===== src/design/ncofs_queue.sv =====
`timescale 1ns / 1ps
// ncofs_queue: short word queue between front and back.
// Depends on nothing but its parameters.
module ncofs_queue #(
    parameter int WIDTH = 8,
    parameter int DEPTH = 4
) (
    input  logic             i_clk,
    input  logic             i_rst_n,
    input  logic             i_push,
    input  logic [WIDTH-1:0] i_data,
    input  logic             i_pop,
    output logic             o_valid,
    output logic             o_full,
    output logic [WIDTH-1:0] o_data
);

    localparam int AW = $clog2(DEPTH);

    logic [WIDTH-1:0] r_mem [DEPTH];
    logic [AW-1:0]    r_wr_ptr;
    logic [AW-1:0]    r_rd_ptr;
    logic [AW:0]      r_count;

    assign o_valid = (r_count != '0);
    assign o_full  = (r_count == (AW+1)'(DEPTH));
    assign o_data  = r_mem[r_rd_ptr];

    always_ff @(posedge i_clk) begin
        if (i_push) begin
            r_mem[r_wr_ptr] <= i_data;
        end
    end

    always_ff @(posedge i_clk) begin
        if (!i_rst_n) begin
            r_wr_ptr <= '0;
            r_rd_ptr <= '0;
            r_count  <= '0;
        end else begin
            if (i_push) begin
                r_wr_ptr <= (r_wr_ptr == AW'(DEPTH - 1)) ? '0 : r_wr_ptr + 1'b1;
            end
            if (i_pop) begin
                r_rd_ptr <= (r_rd_ptr == AW'(DEPTH - 1)) ? '0 : r_rd_ptr + 1'b1;
            end
            case ({i_push, i_pop})
                2'b10:   r_count <= r_count + 1'b1;
                2'b01:   r_count <= r_count - 1'b1;
                default: r_count <= r_count;
            endcase
        end
    end

`ifndef SYNTH
    a_no_overfill: assert property (@(posedge i_clk) disable iff (!i_rst_n)
        i_push |-> (!o_full || i_pop))
        else $error("queue written while full");
    a_no_underrun: assert property (@(posedge i_clk) disable iff (!i_rst_n)
        i_pop |-> o_valid)
        else $error("queue read while empty");
`endif

endmodule


===== config.mk =====
export PLATFORM = sky130hd
export DESIGN_NAME = ncofs_queue
export DESIGN_NICKNAME = d
export VERILOG_FILES = /design/src/design/ncofs_queue.sv
export SDC_FILE = /design/constraint.sdc
export NUM_CORES = 1
export LEC_CHECK = 0
export ABC_AREA = 1
export BUFFER_PORTS_ARGS = -buffer_cell sky130_fd_sc_hd__buf_2
export CAP_MARGIN = 10
export CORE_MARGIN = 4
export CORE_UTILIZATION = 45
export CTS_CLUSTER_DIAMETER = 120
export CTS_CLUSTER_SIZE = 16
export DETAILED_ROUTE_END_ITERATION = 8
export GPL_ROUTABILITY_DRIVEN = 0
export SKIP_LAST_GASP = 1
export SYNTH_ARGS = -nofsm -noshare
export SYNTH_HDL_FRONTEND = slang
export SYNTH_SLANG_ARGS = --single-unit

===== constraint.sdc =====
create_clock -name i_clk -period 1.7 [get_ports i_clk]
set_input_delay 0.34 -clock i_clk [delete_from_list [all_inputs] [get_ports i_clk]]
set_output_delay 0.34 -clock i_clk [all_outputs]
set_load 0.01 [all_outputs]

Word-level counts from Yosys, hierarchy flattened. Memory sizes are Yosys's and may differ from the RTL's. A register that Yosys moved wholly into a read port is not among the register bits. Index checks and enable logic that the tools add are counted.

Multiplexer cells: 7. Add/sub/neg operators: 4. Reductions and logical operators: 2. Eq/ne operators: 5.

Operators with widths (number): 2-bit two-way mux (4); 2-bit == test, second input constant (3); 3-bit one-hot mux with 2 select lines (1); 2-bit by 1-bit adder with 2-bit output, second input constant (2); 3-bit by 1-bit adder with 3-bit output, second input constant (1); 3-bit == test, second input constant (1); 3-bit nonzero test (1); 3-bit by 1-bit subtractor with 3-bit output, second input constant (1); 2-bit by 1-bit == test with 1-bit output, second input constant (1); 1-bit two-way mux (2); 2-bit nonzero test (1).

Memories kept: 1. Bits in writable memories: 32. Logic and storage cells: 22. Input port bits: 12. Register bits after elaboration: 7.

Memories: r_mem (depth 4, bits a word 8, read ports 1, clocked after Yosys merged registers in 1, write ports 1, line 20) `logic [WIDTH-1:0] r_mem [DEPTH];`.

Longest topological paths before layout. Gate-level depths: netlist of run 1.

Depth after elaboration: 4. Mapped depth: 8. Gate-level depth less buffers: 8.

Least setup slack after synthesis of run 1. OpenSTA, ideal clock, no wires.

Kind: input to register. From: input port i_push. To: register r_count[2]. Cell stages on the path: 8. Setup slack: 0.306 ns. Arrival: 1.330 ns. Required time: 1.636 ns. Setup time: 0.064 ns. Cells stage by stage: inv_1 -> ha_1 -> fa_1 -> nand2_1 -> nand2_1 -> nor2_1 -> nor2_1 -> nor2_1.

Cells in the longest elaborated chain, start to end: 2. Elaborated cells between the ends (all ways): 4. Those cells by class: eq/ne (2); mux (1); reduce/logical (1).

RTL lines: start: declaration (line 10) `input logic i_push,`; 2-bit by 1-bit == test with 1-bit output / 2-bit == test (equally long branches) (line 47) `case ({i_push, i_pop})`; 3-bit one-hot mux with 2 select lines / 2-bit nonzero test (equally long branches); end signal: assignment (line 48) `2'b10: r_count <= r_count + 1'b1;`; end signal: assignment (line 49) `2'b01: r_count <= r_count - 1'b1;`; end signal: assignment (line 50) `default: r_count <= r_count;`; end: declaration (line 23) `logic [AW:0] r_count;`.

Parallel ways exist; a longest one is shown, timed or not. A chain may end at the register's enable or synchronous reset.

==> out/qor.yml, run 1 <==
row_count: 21
status: "completed"
drt_iter0_drc: 69
max-vdd-ir-drop_uv: 518
min_period_over_period_pct: 92.8
ys_ff_latch: 41
tns_ns: 0
min_period_ns: 1.58
vias: 1056
synth_area_um2: 1660
synthCells: 137
required_ns: 1.36
fin_skew_ns: 0.00889
crit_path_end_kind: "output pin"
layout_commonest_cell: "edfxtp_1"
synth_top_area_cell: "edfxtp_1"
drv_slew: 0
tightest_slew_ns: 0.406
first_pass_iters: 4
power_w: 0.00218
fp.dieH_um: 68.8
hold_start: "i_data[7]"
drt-total-wl_um: 2890
grt_pass1_vias: 1054
final-hold-violation-count: 0
grt_overflow: 0
diodes: 0
netlist_top_cells_area: "edfxtp_1 58%, dfxtp_1 11%, nor2_1 5.4%"
core_um2: 3440
final_cell_mix: "32 x edfxtp_1, 24 x nor2_1, 21 x buf_2"
cellLeakagePower_nw: 0.780
ant_nets: 0
cts_inserted_buffers: 5
path_class: "register to output pin"
cp_max_fo: 11
antenna_found_initial: 0
whs_path_depth: 1
worst_skew_pair.late_latency_ns: 0.29
synth_top_area_share_pct: 57.8
powerDensity_nw_per_um2: 1120
postCtsSetupBuffers: 0
slew_headroom_pct: 72.9
fmax_ghz: 0.634
synth_edf_count: 32
syn_to_final_growth_pct: 16.5
synth_seq_area_share_pct: 68.7
syn-num-nets: 156
synth-main-ff-cell: "edfxtp_1"
grt_pass1_wl_um: 4800
syn_avg_cell_area_um2: 12.1
cts-root-buf: "clkbuf_8"
hold-path-endpoint: "r_mem[0][7]"
vias_per_cell: 4.98
reg2reg_from: "r_wr_ptr[0]"
drive_above_1_share_pct: 23.5
yosysUniqueCellTypes: 19
clock_path_buffers: 2
io_buffers: 21
hold_path_class: "primary input to register"
io_pins: 22
drc: 0
die_area_um2: 4730
wl_per_cell_um: 13.6
arrival_ns: 1.24
grt_max_degree: 17
rsz0062_at_grt: "no"
cts_tree: "yes"
reg2regPathDepth: 3
finalSetupViolCount: 0
maxCapViolations: 0
start_util_pct: 48.3
synth-async-reset-ratio_pct: 0
htree_levels: 2
clk_pin_slew_ns: 0.08
die_w_um: 68.8
cp-start-kind: "register"
num-nets-final: 184
cts_sinks: 41
worstReg2RegEnd: "r_mem[3][3]"
reg2reg_slack_ns: 0.42
yosysWarnings: 0
hpwlAfterDp_um: 2030
grt_use_total_pct: 14.7
cells in the mapped netlist, types with 2 or more instances:
cell / instances
edfxtp_1: 32
nor2_1: 24
o21ai_0: 15
inv_1: 14
nand2_1: 11
dfxtp_1: 9
o22ai_1: 8
ha_1: 6
nor2_2: 3
a21oi_1: 2
buf_6: 2
nor3_1: 2
o21ai_1: 2
o21ai_2: 2
sequential cells by signal, indices dropped and copies added, names as in the netlist, named ones only:
signal,cells
r_wr_ptr,2
r_rd_ptr,2
r_count,3
r_mem,32
how the worst max path moves through the flow:
stage | startpoint | to | slack (ns) | cells after the start
after floorplan | i_push | r_count[2] | 0.31 | 8
after global placement | i_push | r_count[2] | 0.11 | 9
after detailed placement | i_push | r_count[2] | 0.05 | 9
after CTS | register | o_data[2] | 0.0009 | 4
after global routing | register | o_data[7] | 0.003 | 4
final | register | o_data[4] | 0.12 | 4
worst max-delay path: stages (launching register included):
cell     delay, ns
dfxtp_4       0.40
buf_6         0.16
o21ai_0       0.10
o22ai_1       0.15
buf_2         0.15
logic make-up (layout without fill, tap and decap cells):
| kind of cell | Yosys count | count (layout) | share of synthesized area, % |
|---|---|---|---|
| fa+ha+maj | 7 | 7 | 5.72 |
| xor+xnor | 2 | 2 | 1.05 |
| simple gates | 41 | 41 | 10.0 |
| buf+inv | 17 | 46 | 4.74 |
| compound gates | 29 | 29 | 9.79 |
| flops | 41 | 41 | 68.7 |
per-stage QoR:
step	utilization (%)	area [um^2]	setup WS (ns)	hold slack (ns)	instances
after global routing	56.2	1940	0.00278	0.247	212
after CTS	55.9	1930	0.000857	0.254	212
after global placement	52.8	1820	0.109	0.492	204
final	56.2	1940	0.122	0.262	212
after detailed placement	52.8	1820	0.0513	0.509	204
after floorplan	-	1660	0.306	0.439	137
layer usage:
metal,global-route usage [%],vias up,part of all wire (%)
li1,-,532,-
met4,7.30,0,0.94
met3,5.19,2,3.8
met5,0,-,0
met2,26.8,13,55
met1,14.7,509,40
power by group:
| part | switching, W | internal, W | leakage (nW) |
|---|---|---|---|
| Sequential | 0.0000373 | 0.00114 | 0.370 |
| Combinational | 0.000152 | 0.000100 | 0.356 |
| Clock | 0.000309 | 0.000435 | 0.0552 |
repair_timing:
action	4_1_cts	5_1_grt
hold buffers	0	0
setup endpoints to repair	8	8
gates resized for setup	2	5
cell type report:
| type | count | area [um^2] |
|---|---|---|
| clock buffer | 6 | 72.6 |
| clock inverter | 2 | 35.0 |
| fill | 297 | 1510 |
| inverter | 15 | 58.8 |
| multi-input combinational | 79 | 442 |
| sequential | 41 | 1150 |
| tap | 46 | 57.6 |
| timing repair buffer | 23 | 124 |
Note: power is estimated with default switching activity, not from simulation.
==> run 2: changes to the inputs <==
BUFFER_PORTS_ARGS = unset   (was -buffer_cell sky130_fd_sc_hd__buf_2)
CAP_MARGIN = 20   (was 10)
DONT_BUFFER_PORTS = 1   (was unset)
clock period = 1.62 ns   (was 1.7 ns; I/O delays follow)
==> run 2 against run 1 <==
Compared with the run above:
- total power shrank 2.0%
- cell area is 4.7% lower
- clock skew barely moved
- first-iteration DRC count decreased by 36%
- count of clock-buffer cells in the layout is the same
- combinational power down 9.5%
- die area unchanged
- clock power shrank 10%
- utilization fell by 2.7 points
- critical path depth decreased by 1
- hold slack worse by 0.13 ns
- worst setup slack got worse by 0.028 ns
- largest cell class unchanged
- largest power group unchanged
==> out/qor.yml, run 2 (synthesis results as in run 1) <==
rsz0062_at_grt: "no"
arrival_ns: 1.20  # -0.04 ns
worstSetupPathDepth: 3  # -1
die_area_um2: 4730  # unchanged
grt_pass1_wl_um: 4530  # -5.5%
reg.largest.list: "r_mem x32, r_count x3"
drv_slew: 0  # unchanged
reg2reg_from: "r_wr_ptr[0]"
hold_start: "i_data[4]"
fillers: 297  # unchanged
path_buf_inv: 1  # -1
grt_pass1_vias: 976  # -7.4%
drc: 0  # unchanged
cp_max_fo: 12  # +1
diodes: 0  # unchanged
reg2reg_slack_ns: 0.32  # -0.10 ns
antenna_found_initial: 0  # unchanged
min_period_over_period_pct: 94.2
path_class: "register to output pin"
cts_inserted_buffers: 5  # unchanged
ant_nets: 0  # unchanged
tightest_slew_ns: 0.407  # +0.000563 ns
clk_pin_slew_ns: 0.08  # about the same
status: "completed"
grt_overflow: 0  # unchanged
final_cell_mix: "32 x edfxtp_1, 24 x nor2_1, 13 x inv_1, 13 x o21ai_0, 11 x nand2_1"
powerDensity_nw_per_um2: 1160  # +2.9%
worstPathCellList: "buf_6, o21ai_0, o22ai_2"
postCtsSetupBuffers: 0  # unchanged
max-vdd-ir-drop_uv: 666  # +28%
row_count: 21  # unchanged
cp-start-kind: "register"
vias_per_cell: 5.02  # +0.80%
power_w: 0.00213  # -2.0%
first_pass_iters: 3  # -1
cts-root-buf: "clkbuf_8"
drt-total-wl_um: 2850  # -1.5%
finalSetupViolCount: 0  # unchanged
cp_top_family: "flip-flops"
hold_buffers: 0  # unchanged
whs_path_depth: 0  # -1
io_pins: 22  # unchanged
wl_per_cell_um: 14.9  # +9.4%
utilization_pct: 53.6  # -2.7 points
drt_iter0_drc: 44  # -36%
max_flop_register: "r_mem"
grt_max_degree: 17  # unchanged
hold-path-endpoint: "r_mem[1][4]"
required_ns: 1.30  # -0.06 ns
fin_skew_ns: 0.00847  # -0.000428 ns
maxCapViolations: 0  # unchanged
htree_levels: 2  # unchanged
worstReg2RegEnd: "r_mem[3][1]"
cts_tree: "yes"
fmax_ghz: 0.655
cellLeakagePower_nw: 0.703  # -9.9%
drive_above_1_share_pct: 15.9  # -7.6 points
final-hold-violation-count: 0  # unchanged
cpMaxStageDelayCell: "dfxtp_4"
io_buffers: 0  # -100%
hpwlAfterDp_um: 1980  # -2.0%
clock_path_buffers: 2  # unchanged
core_um2: 3440  # unchanged
worst_skew_pair.late_latency_ns: 0.29  # about the same
num-nets-final: 163  # -11%
hold_path_class: "primary input to register"
vias: 959  # -9.2%
grt_use_total_pct: 14.0  # -0.71 points
cts_sinks: 41  # unchanged
largest_reg_flops: 32  # unchanged
min_period_ns: 1.53
slew_headroom_pct: 72.8  # about the same
die_w_um: 68.8  # unchanged
max_stage_delay_ns: 0.39  # about the same
syn_to_final_growth_pct: 11.0
layout_commonest_cell: "edfxtp_1"
fp.dieH_um: 68.8  # unchanged
reg2regPathDepth: 3  # unchanged
start_util_pct: 48.3  # unchanged
crit_path_end_kind: "output pin"
run 2: changes by cell type in the layout (fill, tap and decap cells not counted), moves of 2 or more:
| cell | before | now |
|---|---|---|
| o21ai_0 | 15 | 13 |
| o22ai_2 | 0 | 4 |
| o22ai_1 | 8 | 4 |
| o21ai_1 | 2 | 4 |
| buf_2 | 21 | 0 |
run 2: layout make-up:
class | count | area [um^2] | share of cell area, %
Inverter | 15 | 58.8 | 3.19
Sequential cell | 41 | 1150 | 62.1
Clock buffer | 6 | 82.6 | 4.48
Tap cell | 46 | 57.6 | 3.12
Multi-Input combinational cell | 79 | 467 | 25.3
Clock inverter | 2 | 13.8 | 0.746
Timing Repair Buffer | 2 | 18.8 | 1.02
run 2: worst reg2reg max path: stages (launching register included):
cell     delay, ns
dfxtp_1       0.41
ha_1          0.18
nand2_1       0.05
inv_1         0.30
run 2: metrics by stage:
step | cells | area [um^2] | worst slack (ns) | TNS, ns | hold WS, ns
floorplan | 137 | 1660 | 0.242 | 0 | 0.423
global placement | 183 | 1710 | 0.209 | 0 | 0.423
detailed placement | 183 | 1710 | 0.138 | 0 | 0.423
CTS | 191 | 1830 | -0.00854 | -0.00854 | 0.122
global route | 191 | 1840 | 0.0118 | 0 | 0.107
finish | 191 | 1840 | 0.0941 | 0 | 0.128
run 2: worst max-delay path by stage:
stage | to | slack [ns]
CTS | o_data[1] | -0.009
global route | o_data[4] | 0.01
finish | o_data[4] | 0.09
floorplan | r_count[2] | 0.24
detailed placement | r_count[2] | 0.14
global placement | r_count[2] | 0.21
run 2: power by group:
part           switching, W  leakage (nW)  internal [W]
combinational      0.000149         0.283     0.0000790
sequential        0.0000376         0.370       0.00120
clock              0.000324        0.0512      0.000345
run 2: repair_timing:
action | in CTS | in global routing
pin swaps | 0 | 1
gates resized for setup | 6 | 7
endpoints found under the setup margin | 7 | 7
run 2: per-layer routing:
metal  vias to the layer above  track usage (%)  wire length (um)
met5                         -                0                 0
met4                         0             7.30                60
met3                         8             5.02               158
met2                        18             25.6              1520
met1                       444             13.7              1110
li1                        489                -                 -
==> run 3: changes to the inputs <==
PLACE_DENSITY = 0.59   (was unset)
==> run 3 against run 2 <==
Compared with the run above:
- worst setup slack improved by 0.026 ns
- register-to-register slack is essentially flat
- maximum frequency is 1.7% higher
- sequential power about the same
- die area stayed put
- critical path depth is the same
- count of clock-buffer cells in the layout is the same
- largest cell class unchanged
==> out/qor.yml, run 3 (synthesis results as in run 1) <==
status: "completed"
cts_tree: "yes"
final_cell_mix: "32 x edfxtp_1, 24 x nor2_1, 14 x o21ai_0"
drt-total-wl_um: 2930  # +3.1%
powerDensity_nw_per_um2: 1150  # -0.17%
reg.largest.list: "r_mem x32, r_count x3"
cp_max_fo: 6  # -6
swShare_pct: 24.2  # +0.24 points
syn_to_final_growth_pct: 11.8
min_period_ns: 1.50  # -0.0259 ns
arrival_ns: 1.18  # -0.02 ns
start_util_pct: 48.3  # unchanged
cts-root-buf: "clkbuf_8"
required_ns: 1.30  # about the same
drc: 0  # unchanged
first_pass_iters: 4  # +1
num-nets-final: 164  # +0.61%
drt_iter0_drc: 55  # +25%
io_buffers: 0  # unchanged
utilization_pct: 54.0  # +0.40 points
hold_buffers: 0  # unchanged
slew_headroom_pct: 73.6  # +0.72 points
reg2reg_from: "r_count[0]"
switching_power_w: 0.000519  # +1.6%
worstPathCellList: "buf_4, o21ai_0, o22ai_1"
die_w_um: 68.8  # unchanged
hold_start: "i_data[4]"
grt_use_total_pct: 14.0  # -0.030 points
layout_commonest_cell: "edfxtp_1"
combPwrFrac_pct: 11.1  # +0.4 points
cpMaxStageDelayCell: "dfxtp_2"
rsz0062_at_grt: "no"
reg2regPathDepth: 6  # +3
intPower_w: 0.00163  # +0.26%
tns_ns: 0  # unchanged
grt_pass1_wl_um: 4570  # +0.90%
max_flop_register: "r_mem"
ant_nets: 0  # unchanged
whs_path_depth: 0  # unchanged
vias_per_cell: 5.06  # +0.72%
worst_skew_pair.late_latency_ns: 0.28  # about the same
grt_max_degree: 17  # unchanged
drive_above_1_share_pct: 17.8  # +1.9 points
final-hold-violation-count: 0  # unchanged
hold_path_class: "primary input to register"
maxCapViolations: 0  # unchanged
postCtsSetupBuffers: 0  # unchanged
hold_slack_ns: 0.129  # +0.00114 ns
tightest_slew_ns: 0.394  # -0.0133 ns
cts_sinks: 41  # unchanged
path_class: "register to output pin"
clockPowerShare_pct: 31.3  # about the same
clk_pin_slew_ns: 0.08  # about the same
clock_path_buffers: 2  # unchanged
grt_pass1_vias: 1032  # +5.7%
fin_skew_ns: 0.00619  # -0.00228 ns
vias: 971  # +1.3%
crit_path_end_kind: "output pin"
htree_levels: 2  # unchanged
finalSetupViolCount: 0  # unchanged
fp.dieH_um: 68.8  # unchanged
cp-start-kind: "register"
wl_per_cell_um: 15.3  # +2.6%
worstReg2RegEnd: "r_count[2]"
diodes: 0  # unchanged
max-vdd-ir-drop_uv: 618  # -7.2%
die_area_um2: 4730  # unchanged
row_count: 21  # unchanged
drv_slew: 0  # unchanged
core_um2: 3440  # unchanged
antenna_found_initial: 0  # unchanged
cts_inserted_buffers: 5  # unchanged
hold-path-endpoint: "r_mem[0][4]"
max_stage_delay_ns: 0.37  # -0.02 ns
largest_reg_flops: 32  # unchanged
grt_overflow: 0  # unchanged
min_period_over_period_pct: 92.6  # -1.6 points
hpwlAfterDp_um: 2030  # +2.3%
fillers: 301  # +1.3%
io_pins: 22  # unchanged
fmax_ghz: 0.667  # +1.7%
cellLeakagePower_nw: 0.713  # +1.4%
sequentialPowerShare_pct: 57.6  # -0.4 points
reg2reg_slack_ns: 0.32  # about the same
-- run 3: metrics by stage --
| stage | power [W] | area (um^2) | setup WS [ns] | instances |
|---|---|---|---|---|
| after global routing | 0.00227 | 1860 | 0.0273 | 192 |
| final | 0.00215 | 1860 | 0.120 | 192 |
| after global placement | 0.00147 | 1720 | 0.210 | 184 |
| after detailed placement | 0.00148 | 1720 | 0.130 | 184 |
| after CTS | 0.00216 | 1830 | 0.000516 | 192 |
| after floorplan | 0.00142 | 1660 | 0.242 | 137 |
-- run 3: power groups by stage --
stage	registers, W	logic [W]	clock network [W]
final	0.00124	0.000238	0.000672
after global routing	0.00124	0.000268	0.000756
after CTS	0.00123	0.000231	0.000691
after detailed placement	0.00126	0.000225	0
after global placement	0.00125	0.000212	0
after floorplan	0.00125	0.000172	0
-- run 3: critical path: cells and delay by family (launching register included) --
family / cells / cell delay, ns
compound gates: 2 / 0.39
flops: 1 / 0.37
buf+inv: 1 / 0.15
-- run 3: metal layers --
metal | GRT usage [%] | wire length (um) | vias to the layer above
li1 | - | - | 488
met1 | 13.9 | 1170 | 461
met2 | 25.4 | 1560 | 20
met3 | 6.32 | 187 | 2
met4 | 5.11 | 23 | 0
met5 | 0 | 0 | -
-- run 3: cell type report --
class / instances / area (um^2) / area share (%)
flip-flops and latches: 41 / 1140 / 61.5
multi-input cells: 79 / 479 / 25.8
clock buffers: 6 / 82.6 / 4.44
inverters: 15 / 58.8 / 3.16
well taps: 46 / 57.6 / 3.10
repair buffers: 3 / 22.5 / 1.21
clock inverters: 2 / 13.8 / 0.741
-- run 3: how the worst max path moves through the flow --
stage / startpoint / cells after the start / endpoint / slack [ns]
after global routing: register / 3 / o_data[7] / 0.03
final: register / 3 / o_data[0] / 0.12
after detailed placement: i_push / 8 / r_count[2] / 0.13
after floorplan: i_push / 8 / r_count[2] / 0.24
after global placement: i_push / 8 / r_count[2] / 0.21
after CTS: register / 3 / o_data[0] / 0.0005
-- run 3: what timing repair did --
item                                    in CTS  in global routing
gates resized for setup                      3                  9
endpoints found under the hold margin        0                  0
endpoints found under the setup margin       7                  8
