[config.mk]
export PLATFORM = sky130hd
export DESIGN_NAME = ncofs_front
export DESIGN_NICKNAME = d
export VERILOG_FILES = /design/src/design/ncofs_pkg.sv /design/src/design/ncofs_front.sv
export SDC_FILE = /design/constraint.sdc
export NUM_CORES = 1
export LEC_CHECK = 0
export BUFFER_PORTS_ARGS = -buffer_cell sky130_fd_sc_hd__buf_2
export CAP_MARGIN = 20
export CORE_MARGIN = 3
export CORE_UTILIZATION = 50
export DETAILED_ROUTE_END_ITERATION = 10
export PLACE_DENSITY_LB_ADDON = 0.12
export SLEW_MARGIN = 20
export SYNTH_ARGS = -nofsm -noshare
export SYNTH_HDL_FRONTEND = slang
export SYNTH_SLANG_ARGS = --single-unit
[constraint.sdc]
create_clock -name i_clk -period 4.8 [get_ports i_clk]
set_input_delay 0.96 -clock i_clk [delete_from_list [all_inputs] [get_ports i_clk]]
set_output_delay 0.96 -clock i_clk [all_outputs]
set_load 0.05 [all_outputs]
[src/design/ncofs_pkg.sv]
`timescale 1ns / 1ps
// ncofs_pkg: shared types, constants and the quarter-wave sine table builder
// for the NCO frequency shifter. No dependencies.
package ncofs_pkg;

    localparam int              LUT_W      = 15;
    localparam int              ROUND_BITS = 15;
    localparam logic [63:0]     PI_Q30     = 64'd3373259426;
    localparam logic [63:0]     AMPL_U     = 64'd32767;
    localparam logic signed [16:0] LUT_AMPL = 17'sd32767;

    // per-word lookup control, passed from front to back through the queue
    typedef struct packed {
        logic bypass;
        logic sin_one;
        logic sin_neg;
        logic cos_one;
        logic cos_neg;
    } t_lut_ctrl;

    // one Taylor step: term / ((2n)(2n+1))
    function automatic logic [63:0] taylor_div(input logic [63:0] t, input int n);
        logic [63:0] r;
        case (n)
            1:       r = t / 64'd6;
            2:       r = t / 64'd20;
            3:       r = t / 64'd42;
            4:       r = t / 64'd72;
            5:       r = t / 64'd110;
            6:       r = t / 64'd156;
            7:       r = t / 64'd210;
            8:       r = t / 64'd272;
            9:       r = t / 64'd342;
            10:      r = t / 64'd420;
            default: r = t;
        endcase
        return r;
    endfunction

    // entry k of a quarter-wave table with 2^qbits entries, Q30 series
    function automatic logic [LUT_W-1:0] sin_entry(input int unsigned k,
                                                   input int unsigned qbits);
        logic [63:0]        x;
        logic [63:0]        x2;
        logic [63:0]        term;
        logic signed [63:0] sum;
        logic [63:0]        v;
        x    = (PI_Q30 * 64'(k)) >> (qbits + 1);
        x2   = (x * x) >> 30;
        term = x;
        sum  = signed'(x);
        for (int n = 1; n <= 10; n++) begin
            term = taylor_div((term * x2) >> 30, n);
            if ((n % 2) == 1) begin
                sum = sum - signed'(term);
            end else begin
                sum = sum + signed'(term);
            end
        end
        if (sum < 0) begin
            sum = '0;
        end
        v = ((unsigned'(sum) * AMPL_U) + (64'd1 << 29)) >> 30;
        if (v > AMPL_U) begin
            v = AMPL_U;
        end
        return v[LUT_W-1:0];
    endfunction

endpackage

[src/design/ncofs_front.sv]
`timescale 1ns / 1ps
// ncofs_front: phase step register, phase accumulator and table address
// classification. Depends on ncofs_pkg.
module ncofs_front
    import ncofs_pkg::*;
#(
    parameter int SAMPLE_BITS     = 16,
    parameter int PHASE_BITS      = 32,
    parameter int TABLE_ADDR_BITS = 12
) (
    input  logic                         i_clk,
    input  logic                         i_rst_n,
    input  logic                         i_cfg_valid,
    input  logic [31:0]                  i_cfg_data,
    input  logic                         i_valid,
    input  logic                         i_first,
    input  logic [SAMPLE_BITS-1:0]       i_i,
    input  logic [SAMPLE_BITS-1:0]       i_q,
    input  logic                         i_full,
    output logic                         o_push,
    output logic [SAMPLE_BITS-1:0]       o_i,
    output logic [SAMPLE_BITS-1:0]       o_q,
    output logic [TABLE_ADDR_BITS-3:0]   o_sin_idx,
    output logic [TABLE_ADDR_BITS-3:0]   o_cos_idx,
    output t_lut_ctrl                    o_ctrl
);

    localparam int QB = TABLE_ADDR_BITS - 2;

    logic [31:0]                r_step;
    logic [PHASE_BITS-1:0]      r_acc;
    logic [PHASE_BITS-1:0]      n_acc;
    logic [63:0]                w_step64;
    logic [PHASE_BITS-1:0]      w_phase;
    logic [TABLE_ADDR_BITS-1:0] w_sin_addr;
    logic [TABLE_ADDR_BITS-1:0] w_cos_addr;
    logic [QB-1:0]              w_sin_j;
    logic [QB-1:0]              w_cos_j;

    assign w_step64   = {{32{r_step[31]}}, r_step};
    assign w_phase    = i_first ? '0 : r_acc;
    assign n_acc      = w_phase + w_step64[PHASE_BITS-1:0];
    assign w_sin_addr = w_phase[PHASE_BITS-1 -: TABLE_ADDR_BITS];
    assign w_cos_addr = w_sin_addr + TABLE_ADDR_BITS'(1 << QB);
    assign w_sin_j    = w_sin_addr[QB-1:0];
    assign w_cos_j    = w_cos_addr[QB-1:0];

    assign o_push = i_valid && !i_full;
    assign o_i    = i_i;
    assign o_q    = i_q;

    // odd quadrants read the mirrored entry; a zero offset there is the peak
    assign o_sin_idx = w_sin_addr[QB] ? (QB'(0) - w_sin_j) : w_sin_j;
    assign o_cos_idx = w_cos_addr[QB] ? (QB'(0) - w_cos_j) : w_cos_j;

    always_comb begin
        o_ctrl.bypass  = (r_step == '0);
        o_ctrl.sin_one = w_sin_addr[QB] && (w_sin_j == '0);
        o_ctrl.sin_neg = w_sin_addr[QB+1];
        o_ctrl.cos_one = w_cos_addr[QB] && (w_cos_j == '0);
        o_ctrl.cos_neg = w_cos_addr[QB+1];
    end

    always_ff @(posedge i_clk) begin
        if (!i_rst_n) begin
            r_step <= '0;
            r_acc  <= '0;
        end else begin
            if (i_cfg_valid) begin
                r_step <= i_cfg_data;
            end
            if (o_push) begin
                r_acc <= n_acc;
            end
        end
    end

endmodule

Word-level counts from Yosys, hierarchy flattened
Index checks and enable logic that the tools add are counted.
{"block": "totals", "register_bits": 64, "output_inout_bits": 58, "word_cells": 16, "input_bits": 70}
{"block": "op_classes", "addsub": 4, "mux": 3, "n_reduce_logical": 7}
{"op": "$add A32 B32 Y32", "count": 1}
{"op": "$logic_not A32 Y1", "count": 1}
{"op": "$mux W32", "count": 1}
{"op": "$logic_not A10 Y1", "count": 2}
{"op": "$mux W10", "count": 2}
{"op": "$sub A1 B10 Y10 const A", "count": 2}
{"op": "$add A12 B11 Y12 const B", "count": 1}
{"op": "$logic_and A1 B1 Y1", "count": 3}
{"op": "$logic_not A1 Y1", "count": 1}

Longest topological paths before layout
Gate-level depths: netlist of the first run.
{"block": "depth", "depth_word": 4, "mapped_depth": 14, "depth_no_buf": 12}

Worst setup path before layout of the first run
OpenSTA, ideal clock, no wires.
{"block": "synth_timing", "kind": "reg2out", "start": "reg r_acc[21]", "end": "out o_ctrl[3] (netlist name)", "slack_ps": 730, "arrival_ps": 3110, "stages_incl_launch_ff": 7, "n_path_buf": 1, "required_ps": 3840, "path_cell_list": "dfxtp_1 -> clkbuf_1 -> nor4_1 -> nand2b_1 -> nor3_1 -> nand2b_1 -> nor4b_1"}
{"element": "start, declared", "line": "ncofs_front.sv:31", "source": "logic [PHASE_BITS-1:0] r_acc;"}
{"element": "start signal, assigned", "line": "ncofs_front.sv:73", "source": "r_acc <= n_acc;"}
{"element": "end, declared", "line": "ncofs_front.sv:25", "source": "output t_lut_ctrl o_ctrl"}

Worst setup path after layout of the first run
{"block": "layout_timing", "start": "in i_first", "end": "reg r_acc[24]"}
{"block": "layout_between", "elab_chain_cells": 2}
{"element": "start, declared", "line": "ncofs_front.sv:16", "source": "input logic i_first,"}
{"element": "$mux W32", "line": "ncofs_front.sv:41", "source": "assign w_phase = i_first ? '0 : r_acc;"}
{"element": "$add A32 B32 Y32", "line": "ncofs_front.sv:42", "source": "assign n_acc = w_phase + w_step64[PHASE_BITS-1:0];"}
Every way passes these cells.
A chain may end at the register's enable or synchronous reset.

==> impl_metrics.json, run 1 <==
{
  "worst_slew_pin_slew_ns": 0.9193,
  "fmax_ghz": 0.2654,
  "path_class": "in2reg",
  "wl_um": 12490,
  "synth_area_leaders": "dfxtp_1, ha_1, mux2i_1, a21oi_1, nor2_1",
  "start_util": 0.5270,
  "die_y_um": 105.8,
  "groute.usage.overall": 0.2276,
  "synthFlopType": "dfxtp_1",
  "p_per_area_nw_per_um2": 252.2,
  "detail_route.iter0.violations": 215,
  "insertion_delay_ns": 0.35,
  "area_growth_pct": 5.723,
  "switchingPower_uw": 433.1,
  "fin_util": 0.5571,
  "place_congestion": 0.9539,
  "num_vias": 4542,
  "synth_top_area_frac": 0.2570,
  "internal_power_uw": 895.9,
  "nets": 760,
  "swShare": 0.3259,
  "first_global_vias": 4403,
  "numClockSinks": 64,
  "antenna_cells": 0,
  "slowest_stage": "buf_2",
  "path_max_fanout": 29,
  "yosysWarnings": 0,
  "fillers": 940,
  "rows": 35,
  "path_cells": "buf_2 > nor2b_1 > ha_1 > fa_1 > a21oi_1 > o2bb2ai_1 > o21ai_0 > o31a_1 > o21ai_1 > o221ai_1 > a31o_1 > nand3_1 > a21oi_1",
  "detail-route-antenna-nets": 0,
  "design_area_um2": 5270,
  "outcome": "completed",
  "period_needed_ns": 3.768,
  "synth_nets": 756,
  "grt_antenna_before_repair": 0,
  "cts_resized": 0,
  "rr_endpoint": "r_acc[24]$_SDFFE_PN0P_",
  "synthArstFlopShare": 0,
  "root_buffer": "clkbuf_8",
  "final.setup.tns_ns": 0,
  "cts_inserted_buffers": 9,
  "syn_area_um2": 4985,
  "core_area_um2": 9459,
  "clock_skew_ns": 0.008323,
  "crit_family": "compound AO/OA/AOI/OAI gates",
  "die_width_um": 105.8,
  "cts_buffer_depth": 2,
  "maxCapViolCount": 0,
  "critPathBufInv": 1,
  "holdBufCountCts": 0,
  "dieArea_um2": 11200,
  "relSlewSlack": 0.3871,
  "hold_violations": 0,
  "yosysTopAreaCell": "dfxtp_1",
  "drc": 0,
  "r2r-start": "r_acc[0]$_SDFFE_PN0P_",
  "synth_edf_count": 0,
  "wl_per_cell_um": 15.71,
  "ys_types": 59,
  "syn_inst": 657,
  "port-buffer-count": 63,
  "rr_worst_depth": 12,
  "postCtsSetupBuffers": 0,
  "hp-start": "r_acc[13]$_SDFFE_PN0P_",
  "hold_depth": 2,
  "fin_crit_sh": 0.7850,
  "avgViaCountPerCell": 5.713,
  "setup_violations": 0,
  "grt_max_degree": 37,
  "hpwlAfterDp_um": 9168,
  "cp-start-kind": "input port",
  "ir_drop_uv": 149.4,
  "path_clk_slew_ns": 0.08,
  "p_seq_frac": 0.445,
  "syn_area_per_cell_um2": 7.587,
  "leakage_uw": 0.002263,
  "overflow": 0,
  "combPwrFrac": 0.203,
  "grt_pass1_wl_um": 20930,
  "worstPathRequired_ns": 5.07,
  "cts.htree.levels": 3,
  "rsz0062_at_grt": "no",
  "post_dp_cell_area_um2": 5082,
  "hold_end": "r_acc[13]$_SDFFE_PN0P_",
  "synth_seq_cells": 64,
  "critPathMostFrequentCell": "a21oi_1",
  "arrival_ns": 4.04,
  "cp-end-kind": "flip-flop",
  "ys_seq_area_frac": 0.2570,
  "cts_tree": "done",
  "pwr-share-clk": 0.353,
  "drtPass1Iterations": 5,
  "reg2reg_slack_ns": 1.82,
  "timing_max_transition_violations_final": 0,
  "drive_gt1_frac": 0.1366,
  "cpPeakStageDelay_ns": 0.48,
  "hold_path.class": "reg2reg",
  "io_pins": 128
}
-- routing by layer --
layer	GRT usage	wire length [um]	vias up
li1	-	-	2264
met1	0.2751	5372	2119
met2	0.3948	6088	124
met3	0.03858	648	35
met4	0.1008	382	0
met5	0	0	-
-- cells in the mapped netlist (2+ instances only) --
master     n
a31o_1     2
buf_1     11
o22ai_1    2
nand4_1   11
nand3_1   14
o21ai_0   28
o211ai_1   6
o41ai_1    2
clkbuf_1  27
nor3b_1    3
a31o_2     2
nand2b_1   8
and2_1     2
nand2_1   68
dfxtp_1   64
nor3_1     2
nor2_1    72
a21o_1     9
o21bai_1   4
maj3_1     5
a21oi_1   55
o31ai_1    2
ha_1      28
o21ai_1    4
a22oi_1    2
buf_2      3
a211oi_1   7
nor4_1     9
or3_1     12
nor2b_1   36
mux2i_1   34
xnor2_1   23
inv_1     14
and3_1     2
buf_4     33
o21a_1     2
xor2_1    19
o31a_1     2
a31oi_1    8
-- cells by family after synthesis --
family / synth area share
adder cells (fa/ha/maj): 0.08434
buffers and inverters: 0.09488
multiplexers: 0.06827
AND/OR/NAND/NOR: 0.2354
XOR/XNOR: 0.07379
AO/OA/AOI/OAI: 0.1862
flip-flops: 0.2570
-- state kept, by name, indices dropped and copies added, names as in the netlist --
| name | count |
|---|---|
| r_acc | 32 |
| r_step | 32 |
-- per-stage QoR --
step	cells	worst slack, ns	hold slack [ns]	total power, uW
6_report	795	1.032	0.4499	1329
3_5_place_dp	779	0.7328	0.4418	872.6
4_1_cts	795	1.070	0.4526	1342
3_3_place_gp	779	0.7754	0.4355	867.8
2_1_floorplan	657	0.7296	0.4273	873.6
5_1_grt	795	0.7173	0.4681	1389
-- worst max-delay path by stage --
stage	start	endpoint	cells after the start
finish	i_first	r_acc[24]$_SDFFE_PN0P_	13
global route	i_first	r_acc[24]$_SDFFE_PN0P_	13
CTS	r_acc[22]$_SDFFE_PN0P_	o_cos_idx[8]	8
detailed placement	i_first	r_acc[24]$_SDFFE_PN0P_	13
global placement	i_first	r_acc[30]$_SDFFE_PN0P_	13
floorplan	r_acc[21]$_SDFFE_PN0P_	o_ctrl[3]	6
-- area by class of cell --
type                    count  area, um^2  share of cell area
multi-input cells         503        3231              0.6130
clock buffers              11       131.4             0.02493
inverters                  15       56.30             0.01068
well taps                 129       161.4             0.03063
flip-flops and latches     64        1281              0.2431
clock inverters             5       56.30             0.01068
repair buffers             68       352.8             0.06695
-- worst reg2reg max path: stages, from the launching register on --
cell	delay (ns)
dfxtp_1	0.31
nor2b_1	0.12
ha_1	0.24
fa_1	0.40
a21oi_1	0.21
o2bb2ai_1	0.15
o21ai_0	0.33
o31a_1	0.31
o21ai_1	0.17
o221ai_1	0.25
a31o_1	0.18
nand3_1	0.07
a21oi_1	0.16
-- power groups by stage --
stage | registers, uW | logic, uW | clock network, uW
5_1_grt | 595 | 301 | 493
3_3_place_gp | 603 | 265 | 0
6_report | 591 | 269 | 469
2_1_floorplan | 583 | 291 | 0
4_1_cts | 591 | 271 | 481
3_5_place_dp | 603 | 269 | 0
-- placed cells by master (no fill, tap or decap), types with 19 or more instances in the layout --
cell,n
nor2_1,72
o21ai_0,28
xor2_1,19
dfxtp_1,64
ha_1,28
buf_2,63
nor2b_1,36
nand2_1,68
xnor2_1,23
mux2i_1,34
a21oi_1,55
Note: power is estimated with default switching activity, not from simulation.
==> run 2, diff against run 1 <==
CORE_UTILIZATION = 49   (was 50)
clock period = 3.1 ns   (was 4.8 ns; I/O delays follow)
==> run 2 against run 1 <==
Sequential power rose by 54%. Utilization grew 3.0 points. Setup slack lost 0.85 ns. Worst hold slack worse by 0.0011 ns. Critical path type unchanged. Largest cell class unchanged. Largest power group unchanged.
==> impl_metrics.json, run 2 (synthesized netlist as in run 1, its figures left out) <==
{
  "root_buffer": "clkbuf_8",
  "wl_per_cell_um": 15.18,
  "grt_max_degree": 36,
  "cts_inserted_buffers": 9,
  "die_width_um": 106.9,
  "hold_path.class": "reg2reg",
  "first_global_vias": 4497,
  "cp-start-kind": "input port",
  "io_pins": 128,
  "wl_um": 13040,
  "fin_total_pwr_uw": 2035,
  "period_needed_ns": 2.921,
  "cts_buffer_depth": 2,
  "drc": 0,
  "drtPass1Iterations": 4,
  "path_class": "in2reg",
  "timing_max_transition_violations_final": 0,
  "grt_antenna_before_repair": 0,
  "worst_slew_pin_slew_ns": 0.9452,
  "die_y_um": 106.9,
  "postCtsSetupBuffers": 0,
  "cts.htree.levels": 3,
  "antenna_cells": 0,
  "fin_util": 0.5872,
  "num_vias": 4710,
  "start_util": 0.5076,
  "hold_violations": 0,
  "reg2reg_slack_ns": 0.36,
  "groute.usage.overall": 0.2329,
  "fin_crit_sh": 0.9424,
  "stdcell_count": 859,
  "overflow": 0,
  "drive_gt1_frac": 0.2190,
  "hpwlAfterDp_um": 10040,
  "setup_ws_ns": 0.1785,
  "path_clk_slew_ns": 0.08,
  "holdBufCountCts": 0,
  "maxCapViolCount": 0,
  "setup_violations": 0,
  "leakage_uw": 0.002574,
  "final.setup.tns_ns": 0,
  "p_per_area_nw_per_um2": 353.0,
  "rr_worst_depth": 12,
  "relSlewSlack": 0.3699,
  "arrival_ns": 3.15,
  "core_area_um2": 9819,
  "avgViaCountPerCell": 5.483,
  "detail_route.iter0.violations": 209,
  "hold_end": "r_acc[15]$_SDFFE_PN0P_",
  "rows": 36,
  "numClockSinks": 64,
  "r2r-start": "r_acc[9]$_SDFFE_PN0P_",
  "final_cell_mix": "nor2_1, nand2_1, buf_4, dfxtp_1, buf_2",
  "detail-route-antenna-nets": 0,
  "port-buffer-count": 63,
  "hp-start": "r_acc[15]$_SDFFE_PN0P_",
  "placed_cells": 843,
  "rr_endpoint": "r_acc[27]$_SDFFE_PN0P_",
  "hold_depth": 2,
  "place_congestion": 0.9434,
  "path_max_fanout": 11,
  "largest_registers": "r_acc: 32 flops, r_step: 32 flops",
  "worstPathRequired_ns": 3.33,
  "cts_tree": "done",
  "pre_cts_ws_ns": -0.1581,
  "dieArea_um2": 11420,
  "insertion_delay_ns": 0.34,
  "outcome": "completed",
  "cp-end-kind": "flip-flop",
  "fmax_ghz": 0.3423,
  "clock_skew_ns": 0.005919,
  "mostFrequentLayoutCell": "nor2_1",
  "grt_pass1_wl_um": 21420,
  "area_growth_pct": 15.66,
  "nets": 820,
  "ir_drop_uv": 255.1
}
## run 2: final cells by class
class / instances / area, um^2
clock inverter: 7 / 47.55
sequential: 64 / 1281
tap: 133 / 166.4
inverter: 15 / 56.30
multi-input combinational: 503 / 3269
clock buffer: 9 / 123.9
fill: 944 / 4054
timing repair buffer: 128 / 820.8
## run 2: where the power goes
group	switching, uW	leakage, uW	total [uW]	internal, uW
sequential	48.0	0.000524	910	862
combinational	286	0.00196	481	196
clock	355	0.0000854	644	289
total	688	0.00257	2040	1350
## run 2: worst max path at each step
stage                                start                endpoint  slack [ns]  depth (start not counted)
floorplan                          i_first  r_acc[24]$_SDFFE_PN0P_        0.04                         14
global route                       i_first  r_acc[25]$_SDFFE_PN0P_       -0.01                         14
finish                             i_first  r_acc[27]$_SDFFE_PN0P_        0.18                         14
detailed placement                 i_first  r_acc[27]$_SDFFE_PN0P_       -0.16                         14
global placement                   i_first  r_acc[27]$_SDFFE_PN0P_       -0.14                         14
CTS                 r_acc[20]$_SDFFE_PN0P_            o_cos_idx[8]        0.05                          9
## run 2: what timing repair did
action / in CTS / in global routing
setup endpoints to repair: 3 / 6
gates resized for setup: 1 / 7
pin swaps: 0 / 1
## run 2: metal layers
metal | track usage | vias up | routed length (um)
li1 | - | 2382 | -
met1 | 0.2761 | 2182 | 5650
met2 | 0.4308 | 114 | 6550
met3 | 0.03672 | 32 | 598
met4 | 0.06758 | 0 | 245
met5 | 0 | - | 0
## run 2: stage by stage
stage	area, um^2	hold slack (ns)
floorplan	5006	0.4273
global placement	5564	0.4364
detailed placement	5564	0.4399
CTS	5741	0.4498
global route	5766	0.4792
finish	5766	0.4488
## run 2: worst max-delay path, cell delays in order
cell,delay [ns]
buf_2,0.14
buf_12,0.15
nor2b_1,0.21
ha_1,0.20
a21o_1,0.10
nand4_1,0.12
a21bo_2,0.25
nand4_1,0.12
nand4_1,0.14
a2111oi_0,0.54
buf_4,0.21
o22ai_1,0.08
xor2_1,0.19
a21oi_1,0.09
==> run 3, diff against run 2 <==
CELL_PAD_IN_SITES_DETAIL_PLACEMENT = 1   (was default)
CELL_PAD_IN_SITES_GLOBAL_PLACEMENT = 2   (was default)
CORE_UTILIZATION = 27   (was 49)
HOLD_SLACK_MARGIN = 0.02   (was default)
==> run 3 against run 2 <==
Die area up 76%. Critical endpoint is now r_acc[31]$_SDFFE_PN0P_. Routed wire length up 25%. Largest power group is now clock. Cell area up 7.3%. Count of clock-buffer cells in the layout up 1. Total power up 23%. Worst hold slack worse by 0.0044 ns. First-iteration DRC count down 30%. Register-to-register slack better by 0.05 ns.
==> impl_metrics.json, run 3 (synthesized netlist as in run 1, its figures left out) <==
{
  "outcome": "completed",
  "die_y_um": 141.9,
  "worstPathRequired_ns": 3.39,
  "wl_per_cell_um": 16.86,
  "hold_violations": 0,
  "drc": 0,
  "crit_family": "compound AO/OA/AOI/OAI gates",
  "first_global_vias": 5131,
  "leakage_uw": 0.002699,
  "rows": 49,
  "insertion_delay_ns": 0.35,
  "dieArea_um2": 20130,
  "slowest_stage": "or3_1",
  "hold_path.class": "reg2reg",
  "cts_inserted_buffers": 9,
  "cts_buffer_depth": 2,
  "groute.usage.overall": 0.1653,
  "p_per_area_nw_per_um2": 403.3,
  "path_cells": "buf_2 > buf_8 > nor2b_1 > ha_1 > nand2_1 > nor2_1 > a21bo_2 > buf_4 > a31oi_2 > o21ai_2 > a21o_4 > or3_1 > a41oi_2 > a31o_1",
  "detail_route.iter0.violations": 147,
  "grt_pass1_wl_um": 26420,
  "grt_max_degree": 39,
  "nets": 831,
  "timing.hold.ws_ns": 0.4444,
  "final_cell_mix": "buf_4, nor2_1, nand2_1",
  "switchingPower_uw": 774.3,
  "combPwrFrac": 0.207,
  "timing_max_transition_violations_final": 0,
  "fmax_ghz": 0.3408,
  "avgViaCountPerCell": 4.953,
  "fillers": 2211,
  "cpPeakStageDelay_ns": 0.40,
  "rsz0062_at_grt": "yes",
  "core_area_um2": 18020,
  "holdBufCountCts": 0,
  "drive_gt1_frac": 0.2429,
  "path_max_fanout": 10,
  "start_util": 0.2766,
  "grt_antenna_before_repair": 0,
  "arrival_ns": 3.22,
  "num_vias": 4785,
  "cp-end-kind": "flip-flop",
  "wl_um": 16290,
  "maxCapViolCount": 0,
  "setup_violations": 0,
  "place_congestion": 0.8433,
  "numClockSinks": 64,
  "internal_power_uw": 1721,
  "swShare": 0.3103,
  "cts_tree": "done",
  "ir_drop_uv": 257.1,
  "port-buffer-count": 63,
  "critPathBufInv": 3,
  "io_pins": 128,
  "mostFrequentLayoutCell": "buf_4",
  "p_seq_frac": 0.366,
  "die_width_um": 141.9,
  "final.setup.tns_ns": 0,
  "root_buffer": "clkbuf_16",
  "path_clk_slew_ns": 0.06,
  "path_class": "in2reg",
  "fin_crit_sh": 0.9464,
  "cts.htree.levels": 3,
  "detail-route-antenna-nets": 0,
  "hpwlAfterDp_um": 12560,
  "period_needed_ns": 2.934,
  "drtPass1Iterations": 4,
  "area_growth_pct": 24.15,
  "worst_slew_pin_slew_ns": 0.9871,
  "cp-start-kind": "input port",
  "largest_registers": "r_acc: 32 flops, r_step: 32 flops",
  "clock_skew_ns": 0.01074,
  "overflow": 0,
  "relSlewSlack": 0.3419,
  "antenna_cells": 0,
  "pwr-share-clk": 0.428
}
## run 3: changes by cell type in the layout (fill, tap and decap cells not counted), moves of 2 or more
cell / change
buf_4: +9
clkbuf_16: +9
clkbuf_8: -8
o21ai_2: +3
a21oi_1: -2
a21oi_2: +2
clkinv_2: -2
o21ai_1: -2
## run 3: cell type report
cell class	instances	area [um^2]	area share
multi-input cells	503	3334	0.5388
flip-flops and latches	64	1281	0.2070
repair buffers	139	923.4	0.1492
well taps	229	286.5	0.04630
clock buffers	10	239.0	0.03862
clock inverters	6	67.56	0.01092
inverters	15	56.30	0.009098
## run 3: power groups by stage
stage,Combinational (uW),Clock [uW],Sequential [uW]
6_report,516,1070,913
5_1_grt,571,1140,920
4_1_cts,514,1100,913
3_5_place_dp,511,0,931
3_3_place_gp,502,0,930
2_1_floorplan,453,0,903
## run 3: path summary, 6_finish.rpt
path / start / end / slack (ns) / cells after the start
min reg2reg: r_acc[6]$_SDFFE_PN0P_ / r_acc[6]$_SDFFE_PN0P_ / 0.44 / 2
min: r_acc[6]$_SDFFE_PN0P_ / r_acc[6]$_SDFFE_PN0P_ / 0.44 / 2
max: i_first / r_acc[31]$_SDFFE_PN0P_ / 0.17 / 14
max reg2reg: r_acc[0]$_SDFFE_PN0P_ / r_acc[24]$_SDFFE_PN0P_ / 0.41 / 12
## run 3: metal layers
| layer | part of all wire | wire, um | track usage |
|---|---|---|---|
| met1 | 0.46 | 7552 | 0.2005 |
| met2 | 0.50 | 8123 | 0.2921 |
| met3 | 0.021 | 341 | 0.02562 |
| met4 | 0.017 | 269 | 0.06465 |
| met5 | 0 | 0 | 0 |
## run 3: repair_timing
item                       CTS  global route
setup endpoints to repair    1            18
setup buffers                0             4
pin swaps                    0             8
gates resized for setup      1            21
## run 3: worst min-delay path, stage by stage, from the launching register on
cell and delay (ns):
dfxtp_1 0.30, nand2_1 0.05, a21oi_1 0.05
## run 3: per-stage QoR
stage / power, uW / setup slack, ns / instance area [um^2] / instances / util
floorplan: 1356 / 0.03709 / 5006 / 657 / -
global route: 2634 / -0.01036 / 6188 / 966 / 0.3433
finish: 2496 / 0.1661 / 6188 / 966 / 0.3433
detailed placement: 1442 / -0.3331 / 5749 / 946 / 0.3190
global placement: 1432 / -0.3062 / 5749 / 946 / 0.3190
CTS: 2527 / 0.01560 / 6062 / 962 / 0.3363
